$ cat config.mk
export PLATFORM = sky130hd
export DESIGN_NAME = command_line_tokenizer
export DESIGN_NICKNAME = d
export VERILOG_FILES = /design/src/hw/rtl/clt_pkg.sv /design/src/hw/rtl/clt_front.sv /design/src/hw/rtl/clt_queue.sv /design/src/hw/rtl/clt_back.sv /design/src/hw/rtl/command_line_tokenizer.sv
export VERILOG_INCLUDE_DIRS = /design/src /design/src/hw/rtl
export SDC_FILE = /design/constraint.sdc
export NUM_CORES = 1
export LEC_CHECK = 0
export BUFFER_PORTS_ARGS = -buffer_cell sky130_fd_sc_hd__buf_2
export CORE_MARGIN = 2
export CORE_UTILIZATION = 37
export DETAILED_ROUTE_END_ITERATION = 8
export GPL_TIMING_DRIVEN = 0
export PLACE_DENSITY_LB_ADDON = 0.05
export SLEW_MARGIN = 20
export SYNTH_ARGS = -nofsm -noshare
export SYNTH_HDL_FRONTEND = slang
export SYNTH_HIERARCHICAL = 1
export SYNTH_SLANG_ARGS = --single-unit
$ cat constraint.sdc
create_clock -name i_clk -period 4.19 [get_ports i_clk]
set_clock_uncertainty 0.1 [all_clocks]
set_input_delay 0.838 -clock i_clk [delete_from_list [all_inputs] [get_ports i_clk]]
set_output_delay 0.838 -clock i_clk [all_outputs]
set_load 0.005 [all_outputs]
$ cat src/hw/rtl/assert_macros.svh
// Assertion macros shared by the RTL; empty bodies when synthesizing.
`ifndef ASSERT_MACROS_SVH
`define ASSERT_MACROS_SVH

`ifndef SYNTHESIS

// Concurrent property check, clocked on the rising edge, off during reset.
`define ASSERT_PROP(lbl, clk, rst_n, prop, msg) \
    lbl: assert property (@(posedge clk) disable iff (!(rst_n)) (prop)) else $error(msg);

// Condition that must never hold at a clock edge outside reset.
`define ASSERT_NEVER(lbl, clk, rst_n, expr, msg) \
    lbl: assert property (@(posedge clk) disable iff (!(rst_n)) !(expr)) else $error(msg);

`else

`define ASSERT_PROP(lbl, clk, rst_n, prop, msg)
`define ASSERT_NEVER(lbl, clk, rst_n, expr, msg)

`endif

`endif

$ cat src/hw/rtl/clt_pkg.sv
// Shared types and constants of the command line tokenizer.
package clt_pkg;

    localparam logic [1:0] KIND_RAW    = 2'd0;
    localparam logic [1:0] KIND_QUOTED = 2'd1;
    localparam logic [1:0] KIND_EQUALS = 2'd2;

    localparam logic [7:0] CH_QUOTE     = 8'h22;
    localparam logic [7:0] CH_BACKSLASH = 8'h5C;
    localparam logic [7:0] CH_EQUALS    = 8'h3D;

    // One result beat.
    typedef struct packed {
        logic [7:0] out_byte;
        logic       char_valid;
        logic       token_done;
        logic [1:0] token_kind;
        logic       token_error;
    } t_res;

    // Results caused by one input beat (one or two).
    typedef struct packed {
        t_res res0;
        t_res res1;
        logic two;
        logic line_done;
    } t_entry;

    typedef struct packed {
        logic empty;
        logic full;
    } t_q_stat;

endpackage

$ cat src/hw/rtl/clt_front.sv
// Front end: accepts bytes, runs the scanner and builds result entries.
module clt_front (
    input  logic            i_clk,
    input  logic            i_rst_n,
    input  logic            i_valid,
    input  logic [7:0]      i_in_byte,
    input  logic            i_byte_present,
    input  logic            i_line_end,
    input  logic            i_q_full,
    output logic            o_stall,
    output logic            o_push,
    output clt_pkg::t_entry o_entry
);

    typedef enum logic [2:0] {
        MODE_SKIP,
        MODE_RAW,
        MODE_QUOTED,
        MODE_ESCAPE,
        MODE_OCTAL,
        MODE_DROP
    } t_mode;

    t_mode       r_mode, n_mode;
    logic [7:0]  r_oct_val, n_oct_val;
    logic [1:0]  r_oct_cnt, n_oct_cnt;
    logic        r_qne, n_qne;

    logic           w_accept;
    clt_pkg::t_res  w_res0, w_res1, w_last, w_add;
    logic [1:0]     w_cnt;
    logic           w_need_add;
    logic [8:0]     w_esc;
    logic [7:0]     w_oct_new;
    logic [1:0]     w_oct_cnt_new;
    logic           w_is_ws, w_is_oct;

    function automatic clt_pkg::t_res mk_res(input logic [7:0] b, input logic cv,
                                             input logic done, input logic [1:0] kind,
                                             input logic err);
        clt_pkg::t_res r;
        r.out_byte    = b;
        r.char_valid  = cv;
        r.token_done  = done;
        r.token_kind  = kind;
        r.token_error = err;
        return r;
    endfunction

    // {hit, decoded byte}
    function automatic logic [8:0] esc_map(input logic [7:0] c);
        logic [8:0] m;
        case (c)
            8'h6E:   m = {1'b1, 8'h0A};   // n
            8'h74:   m = {1'b1, 8'h09};   // t
            8'h76:   m = {1'b1, 8'h0B};   // v
            8'h62:   m = {1'b1, 8'h08};   // b
            8'h72:   m = {1'b1, 8'h0D};   // r
            8'h66:   m = {1'b1, 8'h0C};   // f
            8'h3F:   m = {1'b1, 8'h3F};   // ?
            8'h5C:   m = {1'b1, 8'h5C};
            8'h27:   m = {1'b1, 8'h27};
            8'h22:   m = {1'b1, 8'h22};
            default: m = 9'd0;
        endcase
        return m;
    endfunction

    assign o_stall  = i_q_full;
    assign w_accept = i_valid & ~i_q_full;

    assign w_is_ws       = (i_in_byte == 8'h20) || (i_in_byte >= 8'h09 && i_in_byte <= 8'h0D);
    assign w_is_oct      = (i_in_byte >= 8'h30) && (i_in_byte <= 8'h37);
    assign w_esc         = esc_map(i_in_byte);
    assign w_oct_new     = {r_oct_val[4:0], i_in_byte[2:0]};
    assign w_oct_cnt_new = r_oct_cnt + 2'd1;

    always_comb begin
        n_mode     = r_mode;
        n_oct_val  = r_oct_val;
        n_oct_cnt  = r_oct_cnt;
        n_qne      = r_qne;
        w_res0     = '0;
        w_res1     = '0;
        w_cnt      = 2'd0;
        w_last     = '0;
        w_add      = '0;
        w_need_add = 1'b0;

        // byte phase
        if (i_byte_present) begin
            case (r_mode)
                MODE_SKIP: begin
                    if (w_is_ws) begin
                        n_mode = MODE_SKIP;
                    end else if (i_in_byte == clt_pkg::CH_QUOTE) begin
                        n_mode = MODE_QUOTED;
                        n_qne  = 1'b0;
                    end else if (i_in_byte == clt_pkg::CH_EQUALS) begin
                        w_res0 = mk_res(clt_pkg::CH_EQUALS, 1'b1, 1'b1,
                                        clt_pkg::KIND_EQUALS, 1'b0);
                        w_cnt  = 2'd1;
                    end else begin
                        w_res0 = mk_res(i_in_byte, 1'b1, 1'b0, clt_pkg::KIND_RAW, 1'b0);
                        w_cnt  = 2'd1;
                        n_mode = MODE_RAW;
                    end
                end
                MODE_RAW: begin
                    if (w_is_ws) begin
                        w_res0 = mk_res(8'd0, 1'b0, 1'b1, clt_pkg::KIND_RAW, 1'b0);
                        w_cnt  = 2'd1;
                        n_mode = MODE_SKIP;
                    end else if (i_in_byte == clt_pkg::CH_EQUALS) begin
                        w_res0 = mk_res(8'd0, 1'b0, 1'b1, clt_pkg::KIND_RAW, 1'b0);
                        w_res1 = mk_res(clt_pkg::CH_EQUALS, 1'b1, 1'b1,
                                        clt_pkg::KIND_EQUALS, 1'b0);
                        w_cnt  = 2'd2;
                        n_mode = MODE_SKIP;
                    end else begin
                        w_res0 = mk_res(i_in_byte, 1'b1, 1'b0, clt_pkg::KIND_RAW, 1'b0);
                        w_cnt  = 2'd1;
                    end
                end
                MODE_QUOTED: begin
                    if (i_in_byte == clt_pkg::CH_QUOTE) begin
                        w_res0 = mk_res(8'd0, 1'b0, 1'b1, clt_pkg::KIND_QUOTED, ~r_qne);
                        w_cnt  = 2'd1;
                        n_mode = r_qne ? MODE_SKIP : MODE_DROP;
                        n_qne  = 1'b0;
                    end else if (i_in_byte == clt_pkg::CH_BACKSLASH) begin
                        n_mode = MODE_ESCAPE;
                    end else begin
                        w_res0 = mk_res(i_in_byte, 1'b1, 1'b0, clt_pkg::KIND_QUOTED, 1'b0);
                        w_cnt  = 2'd1;
                        n_qne  = 1'b1;
                    end
                end
                MODE_ESCAPE: begin
                    if (w_esc[8]) begin
                        w_res0 = mk_res(w_esc[7:0], 1'b1, 1'b0, clt_pkg::KIND_QUOTED, 1'b0);
                        w_cnt  = 2'd1;
                        n_qne  = 1'b1;
                        n_mode = MODE_QUOTED;
                    end else if (w_is_oct) begin
                        n_oct_val = {5'd0, i_in_byte[2:0]};
                        n_oct_cnt = 2'd1;
                        n_mode    = MODE_OCTAL;
                    end else begin
                        w_res0 = mk_res(8'd0, 1'b0, 1'b1, clt_pkg::KIND_QUOTED, 1'b1);
                        w_cnt  = 2'd1;
                        n_mode = MODE_DROP;
                    end
                end
                MODE_OCTAL: begin
                    if (w_is_oct) begin
                        if (w_oct_cnt_new == 2'd3) begin
                            w_res0    = mk_res(w_oct_new, 1'b1, 1'b0,
                                               clt_pkg::KIND_QUOTED, 1'b0);
                            w_cnt     = 2'd1;
                            n_qne     = 1'b1;
                            n_mode    = MODE_QUOTED;
                            n_oct_val = 8'd0;
                            n_oct_cnt = 2'd0;
                        end else begin
                            n_oct_val = w_oct_new;
                            n_oct_cnt = w_oct_cnt_new;
                        end
                    end else begin
                        w_res0 = mk_res(8'd0, 1'b0, 1'b1, clt_pkg::KIND_QUOTED, 1'b1);
                        w_cnt  = 2'd1;
                        n_mode = MODE_DROP;
                    end
                end
                default: begin
                    n_mode = r_mode;
                end
            endcase
        end

        // line end phase: close what is open, then back to reset state
        if (i_line_end) begin
            w_last = (w_cnt == 2'd2) ? w_res1 : w_res0;
            if ((n_mode == MODE_RAW || n_mode == MODE_QUOTED) && w_cnt != 2'd0 &&
                w_last.char_valid && !w_last.token_done) begin
                if (w_cnt == 2'd2) begin
                    w_res1.token_done = 1'b1;
                end else begin
                    w_res0.token_done = 1'b1;
                end
            end else if (n_mode == MODE_RAW) begin
                w_add      = mk_res(8'd0, 1'b0, 1'b1, clt_pkg::KIND_RAW, 1'b0);
                w_need_add = 1'b1;
            end else if (n_mode == MODE_QUOTED) begin
                w_add      = mk_res(8'd0, 1'b0, 1'b1, clt_pkg::KIND_QUOTED, ~n_qne);
                w_need_add = 1'b1;
            end else if (n_mode == MODE_ESCAPE || n_mode == MODE_OCTAL) begin
                w_add      = mk_res(8'd0, 1'b0, 1'b1, clt_pkg::KIND_QUOTED, 1'b1);
                w_need_add = 1'b1;
            end else begin
                w_need_add = (w_cnt == 2'd0);   // bare line-done beat
            end
            if (w_need_add) begin
                if (w_cnt == 2'd0) begin
                    w_res0 = w_add;
                    w_cnt  = 2'd1;
                end else begin
                    w_res1 = w_add;
                    w_cnt  = 2'd2;
                end
            end
            n_mode    = MODE_SKIP;
            n_oct_val = 8'd0;
            n_oct_cnt = 2'd0;
            n_qne     = 1'b0;
        end
    end

    assign o_push              = w_accept && (w_cnt != 2'd0);
    assign o_entry.res0        = w_res0;
    assign o_entry.res1        = w_res1;
    assign o_entry.two         = (w_cnt == 2'd2);
    assign o_entry.line_done   = i_line_end;

    always_ff @(posedge i_clk) begin
        if (!i_rst_n) begin
            r_mode    <= MODE_SKIP;
            r_oct_val <= 8'd0;
            r_oct_cnt <= 2'd0;
            r_qne     <= 1'b0;
        end else if (w_accept) begin
            r_mode    <= n_mode;
            r_oct_val <= n_oct_val;
            r_oct_cnt <= n_oct_cnt;
            r_qne     <= n_qne;
        end
    end

endmodule

$ cat src/hw/rtl/clt_queue.sv
// Small FIFO of result entries between the front and back ends.
module clt_queue #(
    parameter int DEPTH = 4
) (
    input  logic             i_clk,
    input  logic             i_rst_n,
    input  logic             i_push,
    input  clt_pkg::t_entry  i_entry,
    input  logic             i_pop,
    output clt_pkg::t_entry  o_head,
    output clt_pkg::t_q_stat o_stat
);

    localparam int PW = (DEPTH > 1) ? $clog2(DEPTH) : 1;
    localparam int CW = $clog2(DEPTH + 1);

    clt_pkg::t_entry r_mem [DEPTH];
    logic [PW-1:0]   r_wr, r_rd;
    logic [CW-1:0]   r_cnt;
    logic            w_push, w_pop;

    assign o_stat.empty = (r_cnt == '0);
    assign o_stat.full  = (r_cnt == CW'(DEPTH));
    assign o_head       = r_mem[r_rd];

    assign w_push = i_push & ~o_stat.full;
    assign w_pop  = i_pop & ~o_stat.empty;

    always_ff @(posedge i_clk) begin
        if (w_push) begin
            r_mem[r_wr] <= i_entry;
        end
    end

    always_ff @(posedge i_clk) begin
        if (!i_rst_n) begin
            r_wr  <= '0;
            r_rd  <= '0;
            r_cnt <= '0;
        end else begin
            if (w_push) begin
                r_wr <= (r_wr == PW'(DEPTH - 1)) ? '0 : r_wr + 1'b1;
            end
            if (w_pop) begin
                r_rd <= (r_rd == PW'(DEPTH - 1)) ? '0 : r_rd + 1'b1;
            end
            case ({w_push, w_pop})
                2'b10:   r_cnt <= r_cnt + 1'b1;
                2'b01:   r_cnt <= r_cnt - 1'b1;
                default: r_cnt <= r_cnt;
            endcase
        end
    end

endmodule

$ cat src/hw/rtl/clt_back.sv
// Back end: splits entries into result beats and holds the output register.
module clt_back (
    input  logic             i_clk,
    input  logic             i_rst_n,
    input  clt_pkg::t_entry  i_head,
    input  logic             i_q_empty,
    input  logic             i_stall,
    output logic             o_pop,
    output logic             o_valid,
    output logic [7:0]       o_out_byte,
    output logic             o_char_valid,
    output logic             o_token_done,
    output logic [1:0]       o_token_kind,
    output logic             o_token_error,
    output logic             o_line_done,
    output logic             o_last_result
);

    logic          r_valid;
    logic          r_idx;        // which result of the head entry goes next
    clt_pkg::t_res r_res;
    logic          r_line_done, r_last;

    logic          w_load, w_have, w_is_last;
    clt_pkg::t_res w_sel;

    assign w_load    = ~r_valid | ~i_stall;
    assign w_have    = ~i_q_empty;
    assign w_sel     = r_idx ? i_head.res1 : i_head.res0;
    assign w_is_last = r_idx | ~i_head.two;
    assign o_pop     = w_load & w_have & w_is_last;

    always_ff @(posedge i_clk) begin
        if (!i_rst_n) begin
            r_valid <= 1'b0;
            r_idx   <= 1'b0;
        end else if (w_load) begin
            r_valid <= w_have;
            if (w_have) begin
                r_idx <= ~w_is_last;
            end
        end
    end

    always_ff @(posedge i_clk) begin
        if (w_load && w_have) begin
            r_res       <= w_sel;
            r_line_done <= w_is_last & i_head.line_done;
            r_last      <= w_is_last;
        end
    end

    assign o_valid       = r_valid;
    assign o_out_byte    = r_res.out_byte;
    assign o_char_valid  = r_res.char_valid;
    assign o_token_done  = r_res.token_done;
    assign o_token_kind  = r_res.token_kind;
    assign o_token_error = r_res.token_error & r_res.token_done;
    assign o_line_done   = r_line_done;
    assign o_last_result = r_last;

endmodule

$ cat src/hw/rtl/command_line_tokenizer.sv
// Top level of the command line tokenizer: scanner, entry queue, output stage.
//
//  channel | dir | handshake          | fields
//  --------+-----+--------------------+-----------------------------------------
//  input   | in  | i_valid / o_stall  | i_in_byte, i_byte_present, i_line_end
//  result  | out | o_valid / i_stall  | o_out_byte, o_char_valid, o_token_done,
//          |     |                    | o_token_kind, o_token_error,
//          |     |                    | o_line_done, o_last_result
//
// One input beat is taken every cycle while o_stall is low; the scanner state updates in the same
// cycle, so there is no dependency stall between bytes.
// A beat's first result is registered in the entry queue and then in the output register.
// The output port moves one result per cycle while i_stall is low; an input
// that causes two results (a raw word cut by '=') sends them one after the other.
// o_stall is high only while the entry queue (QUEUE_DEPTH entries) is full.
// Reset is synchronous and active low.

`include "assert_macros.svh"

module command_line_tokenizer #(
    parameter int QUEUE_DEPTH = 4
) (
    input  logic       i_clk,
    input  logic       i_rst_n,
    // input channel
    input  logic       i_valid,
    output logic       o_stall,
    input  logic [7:0] i_in_byte,
    input  logic       i_byte_present,
    input  logic       i_line_end,
    // result channel
    output logic       o_valid,
    input  logic       i_stall,
    output logic [7:0] o_out_byte,
    output logic       o_char_valid,
    output logic       o_token_done,
    output logic [1:0] o_token_kind,
    output logic       o_token_error,
    output logic       o_line_done,
    output logic       o_last_result
);

    // front -> queue
    logic             w_push;
    clt_pkg::t_entry  w_entry;
    // queue -> back
    clt_pkg::t_entry  w_head;
    clt_pkg::t_q_stat w_q_stat;
    logic             w_pop;
    logic             w_accept;

    assign w_accept = i_valid & ~o_stall;

    // Front end: classifies each byte against the scan mode and turns it into
    // zero, one or two results. Empty beats (skipped whitespace, opening
    // quote, backslash, partial octal run, dropped bytes) never reach the
    // queue.
    clt_front u_front (
        .i_clk          (i_clk),
        .i_rst_n        (i_rst_n),
        .i_valid        (i_valid),
        .i_in_byte      (i_in_byte),
        .i_byte_present (i_byte_present),
        .i_line_end     (i_line_end),
        .i_q_full       (w_q_stat.full),
        .o_stall        (o_stall),
        .o_push         (w_push),
        .o_entry        (w_entry)
    );

    // Decouples the scanner from output back-pressure.
    clt_queue #(
        .DEPTH (QUEUE_DEPTH)
    ) u_queue (
        .i_clk   (i_clk),
        .i_rst_n (i_rst_n),
        .i_push  (w_push),
        .i_entry (w_entry),
        .i_pop   (w_pop),
        .o_head  (w_head),
        .o_stat  (w_q_stat)
    );

    // Back end: one result beat per cycle into the output register while i_stall
    // is low; the head entry is popped when its last result is loaded.
    clt_back u_back (
        .i_clk         (i_clk),
        .i_rst_n       (i_rst_n),
        .i_head        (w_head),
        .i_q_empty     (w_q_stat.empty),
        .i_stall       (i_stall),
        .o_pop         (w_pop),
        .o_valid       (o_valid),
        .o_out_byte    (o_out_byte),
        .o_char_valid  (o_char_valid),
        .o_token_done  (o_token_done),
        .o_token_kind  (o_token_kind),
        .o_token_error (o_token_error),
        .o_line_done   (o_line_done),
        .o_last_result (o_last_result)
    );

    // A line end always produces at least one result entry.
    `ASSERT_PROP(a_line_end_pushes, i_clk, i_rst_n, (w_accept && i_line_end) |-> w_push, "line end produced no result")
    // A beat with no byte and no line end reports nothing.
    `ASSERT_NEVER(a_empty_beat_push, i_clk, i_rst_n, w_accept && !i_byte_present && !i_line_end && w_push, "empty beat produced a result")
    // line_done only ever rides on the last result of an input.
    `ASSERT_NEVER(a_line_done_last, i_clk, i_rst_n, o_valid && o_line_done && !o_last_result, "line_done on a non-final result")
    // The queue never pops while empty.
    `ASSERT_NEVER(a_pop_empty, i_clk, i_rst_n, w_pop && w_q_stat.empty, "pop from empty queue")

endmodule
* Word-level counts from Yosys, hierarchy flattened *
Memories as Yosys holds them, arrays and structs flattened. A register that Yosys moved wholly into a read port is not among the register bits.
Cells that the tools add are included.

operators by class
  equality and inequality tests = 31
  bitwise logic cells = 17
  mux-type cells = 100
  reductions and logical operators = 21
  $lt $le $gt $ge = 4
  $add $sub $neg = 5

operators with widths
  operator                                                        number
  2-to-1 mux 13 bit                                               24
  case mux 9 bit (10 select lines)                                1
  case mux 13 bit (5 select lines)                                1
  == test 8 x 7 -> 1 bit, second input constant                   7
  == test 8 x 6 -> 1 bit, second input constant                   5
  2-to-1 mux 3 bit                                                13
  2-to-1 mux 2 bit                                                19
  2-to-1 mux 5 bit                                                7
  2-to-1 mux 1 bit                                                26
  case mux 3 bit (5 select lines)                                 1
  == test 2 bit, second input constant                            6
  == test 3 x 2 -> 1 bit, second input constant                   4
  2-to-1 mux 11 bit                                               1
  case mux 2 bit (5 select lines)                                 1
  case mux 5 bit (2 select lines)                                 1
  == test 3 bit, second input constant                            3
  >= comparator 8 x 4 -> 1 bit, second input constant             1
  >= comparator 8 x 6 -> 1 bit, second input constant             1
  less-or-equal comparator 8 x 4 -> 1 bit, second input constant  1
  less-or-equal comparator 8 x 6 -> 1 bit, second input constant  1
  2-to-1 mux 4 bit                                                2
  NOT 1 bit                                                       8
  nonzero test 2 bit                                              4
  AND 1 bit                                                       7
  19 further kinds                                                33

word-level totals
  output and inout port bits = 17
  flip-flop bits (word level) = 35
  memories = 1
  memory bits (writable) = 112

memory list
  name           depth  width  read ports  clocked after memory_dff  wr ports  RTL line         RTL
  u_queue.r_mem  4      28     1           1                         1         clt_queue.sv:17  clt_pkg::t_entry r_mem [DEPTH];

* Depth between registers and ports, before layout *
  word-level depth = 20
  depth in mapped cells = 17
  gate-level depth less buffers = 14

* Modules after synthesis *
Netlist, hierarchy kept.

by module, submodules not included
  module     area an instance (um^2)  times used  cells each  sequential area each (um^2)
  clt_queue  4,584.4                  1           202         3,543.4
  clt_front  1,606.5                  1           236         220.2
  clt_back   848.3                    1           52          490.5

* Worst setup path after synthesis *
No wires, ideal clock.

  path kind = input to register
  from = input port i_in_byte[5]
  to = register u_queue.r_cnt[2]
  required time = 4.014 ns
  library setup time = 0.076 ns
  stages on the path = 15
  arrival = 3.751 ns
  slack = 0.263 ns
  cells stage by stage = or4b_2 o21ai_1 o22ai_1 a21oi_1 and2_1 a21oi_1 nor2b_1 buf_2 inv_1 ha_1 inv_1 fa_1 xor2_1 or3_1 a21boi_0

between the ends
  cells in the longest elaborated chain, start to end = 20
  elaborated cells between the ends (all ways) = 88

ends and longest elaborated chain
  element                                                                       RTL line                                             RTL
  start: declaration                                                            command_line_tokenizer.sv:28                         input logic [7:0] i_in_byte,
  >= comparator 8 x 6 -> 1 bit, or another cell as far along                    clt_front.sv:73                                      assign w_is_oct = (i_in_byte >= 8'h30) && (i_in_byte <= 8'h37);
  logical AND 1 bit, or another cell as far along                               clt_front.sv:73
  2-to-1 mux 1 bit, or another cell as far along                                clt_front.sv:145                                     end else if (w_is_oct) begin
  2-to-1 mux 3 bit (on tied branches)                                           clt_front.sv:140, clt_front.sv:94, clt_front.sv:110
  case mux 3 bit (5 select lines)                                               clt_front.sv:92                                      case (r_mode)
  2-to-1 mux 3 bit                                                              clt_front.sv:91                                      if (i_byte_present) begin
  == test 3 x 2 -> 1 bit, or another cell as far along                          clt_front.sv:197                                     end else if (n_mode == MODE_ESCAPE || n_mode == MODE_OCTAL) begin
  logical OR 1 bit (on tied branches)                                           clt_front.sv:197, clt_front.sv:184
  [5 not listed]                                                                --
  2-to-1 mux 2 bit                                                              clt_front.sv:203                                     if (w_need_add) begin
  2-to-1 mux 2 bit (*)                                                          clt_front.sv:182                                     if (i_line_end) begin
  nonzero test 2 bit (*)                                                        clt_front.sv:219                                     assign o_push = w_accept && (w_cnt != 2'd0);
  logical AND 1 bit (*)                                                         clt_front.sv:219
  net w_push                                                                    command_line_tokenizer.sv:44                         logic w_push;
  AND 1 bit (*)                                                                 clt_queue.sv:26                                      assign w_push = i_push & ~o_stat.full;
  == test 2 x 1 -> 1 bit / == test 2 bit (equally long branches)                clt_queue.sv:47                                      case ({w_push, w_pop})
  case mux 3 bit (2 select lines) / nonzero test 2 bit (equally long branches)  --
  end signal: assignment                                                        clt_queue.sv:48                                      2'b10: r_cnt <= r_cnt + 1'b1;
  end signal: assignment                                                        clt_queue.sv:49                                      2'b01: r_cnt <= r_cnt - 1'b1;
  end signal: assignment                                                        clt_queue.sv:50                                      default: r_cnt <= r_cnt;
  end: declaration                                                              clt_queue.sv:19                                      logic [CW-1:0] r_cnt;

Mark *: on every way through the listed nets, which the timed path passes. The rest lies on a longest branch. The select of a mux whose other input is x is not followed.
A chain may end at the register's enable or synchronous reset.

* Final worst setup path *
  from = input port i_in_byte[1]
  to = register u_queue.r_cnt[2]

The elaborated chain is that of the path after synthesis.

==> flow_summary.json <==
{
  "status": "complete, no violations",
  "grt_max_degree": 20,
  "wl_per_cell_um": 19.72,
  "startpoint": "i_in_byte[1]",
  "seqCellArea_um2": 4254,
  "crit_family": "compound AO/OA/AOI/OAI gates",
  "post_cts_buffers": 0,
  "cp.required_ps": 4430,
  "area_delta_synth_final_pct": 15.69,
  "syn_inst": 490,
  "worst_pin_slew_ps": 1091,
  "totalPowerFinal_w": 0.004279,
  "crit_chain": "buf_2 > clkbuf_1 > a211oi_1 > o311ai_0 > and2_1 > a21oi_1 > and2_1 > a21oi_1 > nor2b_1 > buf_2 > inv_1 > ha_1 > inv_1 > fa_1 > xor2_1 > or3_1 > a21boi_0",
  "dieArea_um2": 20140,
  "crit_path_end": "u_queue/r_cnt[2]",
  "fin_nets": 564,
  "core-area_um2": 18710,
  "max_slew_margin_pct": 27.00,
  "hold_buffers": 0,
  "core.rowCount": 50,
  "end_kind": "flop",
  "synthAdderAreaFrac_pct": 1.351,
  "start_util_pct": 37.63,
  "insertion_delay_ps": 420,
  "ant_nets": 0,
  "synth_enable_flop_cells": 127,
  "clk_path_buf_depth": 2,
  "worstSetupPathDepth": 17,
  "ctsRootBufferMaster": "clkbuf_16",
  "synth_xor_area_share_pct": 0.4977,
  "io_pins": 31,
  "routed_via_density": 5.332,
  "totalWireLength_um": 15580,
  "final_max_slew_viol_count": 0,
  "cp.buffers_inverters": 5,
  "p_per_area_nw_per_um2": 525.4,
  "arrival_ps": 4300,
  "antenna_cells": 0,
  "vdd_ir_drop_max_v": 0.0003143,
  "cts_num_sinks": 149,
  "yosys.area_share.simple_pct": 10.65,
  "muxShareOfSynthArea_pct": 12.32,
  "hold_viol_final": 0,
  "setup_viol": 0,
  "yosysSeqAreaShare_pct": 60.43,
  "dpl.cell_count": 758,
  "grtUsageMet1_pct": 22.50,
  "min_period_ps": 4058,
  "r2r-start": "u_front/r_mode[1]",
  "grt_util_met2_pct": 26.19,
  "worstSetupStartpointType": "input port",
  "drt_drc_violations_left": 0,
  "fillers": 1675,
  "cts-htree-levels": 4,
  "synth_cell_type_count": 76,
  "layout_setup_ws_ps": 132.1,
  "grt_pass1_vias": 4110,
  "ys_warn_count": 6,
  "crit_slowest_cell": "fa_1",
  "io_buffers": 26,
  "hpwl_um": 10750,
  "r2r-end": "u_queue/r_cnt[2]",
  "power.leakage_nw": 2.839,
  "grtUsageTotal_pct": 16.44,
  "path_clk_slew_ps": 60,
  "cpPeakStageDelay_ps": 370,
  "r2r_setup_slack_ps": 360,
  "rsz0062_at_grt": "no",
  "grt_busiest_layer": "met2",
  "final_cell_mix": "edfxtp_1, buf_2, nand2_1",
  "overflow": 0,
  "period_share_pct": 96.85,
  "grt_use_met3_pct": 3.129,
  "crit_type": "input port to flop",
  "final_cells": 790,
  "avgSynthCellArea_um2": 14.37,
  "die_w_um": 141.9,
  "place_ws_ps": -418.8,
  "synthArstFlopShare_pct": 0,
  "cp_max_fo": 10,
  "die_y_um": 141.9,
  "mostFrequentLayoutCell": "edfxtp_1",
  "cts_tree": "done",
  "final_core_util_pct": 43.54,
  "drt_iter0_markers": 366,
  "synthFlopType": "edfxtp_1",
  "cts-resized-gates": 0,
  "ff2ff_path_depth": 16,
  "multiInputGateArea_um2": 2429,
  "grt_antenna_before_repair": 0,
  "yosys_register_bits": 149,
  "drive_above_1_share_pct": 26.62,
  "synth_top_family_by_area": "multiplexers",
  "first_pass_iters": 6,
  "synth_compound_area_share_pct": 8.976,
  "vias": 4212,
  "fmax_ghz": 0.2464,
  "cap_violations": 0,
  "grt_pass1_wl_um": 24290,
  "numCtsBuffers": 17,
  "worst_hold_path_type": "flop to flop",
  "routabilityCongestion": 0.8839,
  "syn_area_um2": 7039
}
==> state kept, by name, summed over array words and instances, names as in the netlist, 2 cells and up, named ones only <==
name and cells:
u_back/o_out_byte 8, u_back/o_token_kind 2, u_front/r_mode 3, u_front/r_oct_cnt 2
u_front/r_oct_val 5, u_queue/r_cnt 3, u_queue/r_mem 112, u_queue/r_rd 2
u_queue/r_wr 2
==> synth_stat cells (5+ instances only) <==
cell / count / area, um^2
nor2_1: 21 / 78.83
nand2_1: 30 / 112.6
clkbuf_1: 11 / 41.29
o21ai_0: 16 / 80.08
buf_2: 6 / 30.03
inv_1: 12 / 45.04
ha_1: 6 / 75.07
nand2b_1: 5 / 31.28
nand3_1: 7 / 35.03
a21oi_1: 21 / 105.1
nor4_1: 6 / 37.54
mux2_2: 5 / 56.30
buf_4: 23 / 172.7
edfxtp_1: 127 / 3814
nor2b_1: 9 / 56.30
a22oi_1: 6 / 45.04
nor3_1: 7 / 35.03
mux4_2: 20 / 450.4
mux4_1: 8 / 210.2
dfxtp_1: 22 / 440.4
mux2_4: 8 / 120.1
a21boi_0: 8 / 60.06
and2_1: 14 / 87.58
o211ai_1: 5 / 37.54
==> how the worst min path moves through the flow <==
stage | from | endpoint | slack (ps) | depth (start not counted)
6_report | u_front/r_oct_val[3] | u_front/r_oct_val[3] | 380 | 2
5_1_grt | u_front/r_oct_val[4] | u_front/r_oct_val[4] | 420 | 2
4_1_cts | u_front/r_oct_val[4] | u_front/r_oct_val[4] | 400 | 2
3_5_place_dp | u_front/r_oct_val[3] | u_front/r_oct_val[3] | 390 | 2
3_3_place_gp | u_back/o_valid | u_back/o_valid | 360 | 2
2_1_floorplan | u_front/r_oct_val[3] | u_front/r_oct_val[3] | 340 | 2
==> worst min-delay path, delay by kind of cell, from the launching register on <==
kind	cells	cell delay (ps)
flip-flops	1	320
AND/OR/NAND/NOR	1	50
AO/OA/AOI/OAI	1	60
==> cell families after synthesis <==
| logic type | after synthesis |
|---|---|
| buffers and inverters | 61 |
| muxes | 44 |
| other | 1 |
| DFF | 149 |
| and+or+nand+nor | 132 |
| adders and majority gates | 7 |
| xor gates and xnor gates | 4 |
| AOI/OAI and AO/OA | 92 |
==> layer usage <==
metal	part of all wire (%)	wire [um]
met1	47	7387
met5	0	0
met4	1.3	206
met3	2.9	451
met2	48	7531
==> through the flow <==
stage	cell area [um^2]	TNS (ps)	hold slack, ps
4_1_cts	8129	0	395.4
5_1_grt	8144	0	415.5
3_3_place_gp	7477	-80250	363.9
2_1_floorplan	7054	0	340.6
3_5_place_dp	7581	-568.9	388.3
6_report	8144	0	383.5
==> final cells by class <==
cell class	count	area share, %
tap	234	3.595
buffer	49	4.394
timing repair buffer	30	2.673
sequential	149	52.24
clock inverter	8	0.9372
clock buffer	24	5.792
inverter	12	0.5531
multi-input combinational	284	29.82
==> where the power goes <==
part	switching (W)	internal, W	leakage [nW]
Clock	0.000565	0.000847	0.261
Combinational	0.000465	0.000488	1.18
Sequential	0.0000635	0.00185	1.40
Note: power is estimated with default switching activity, not from simulation.
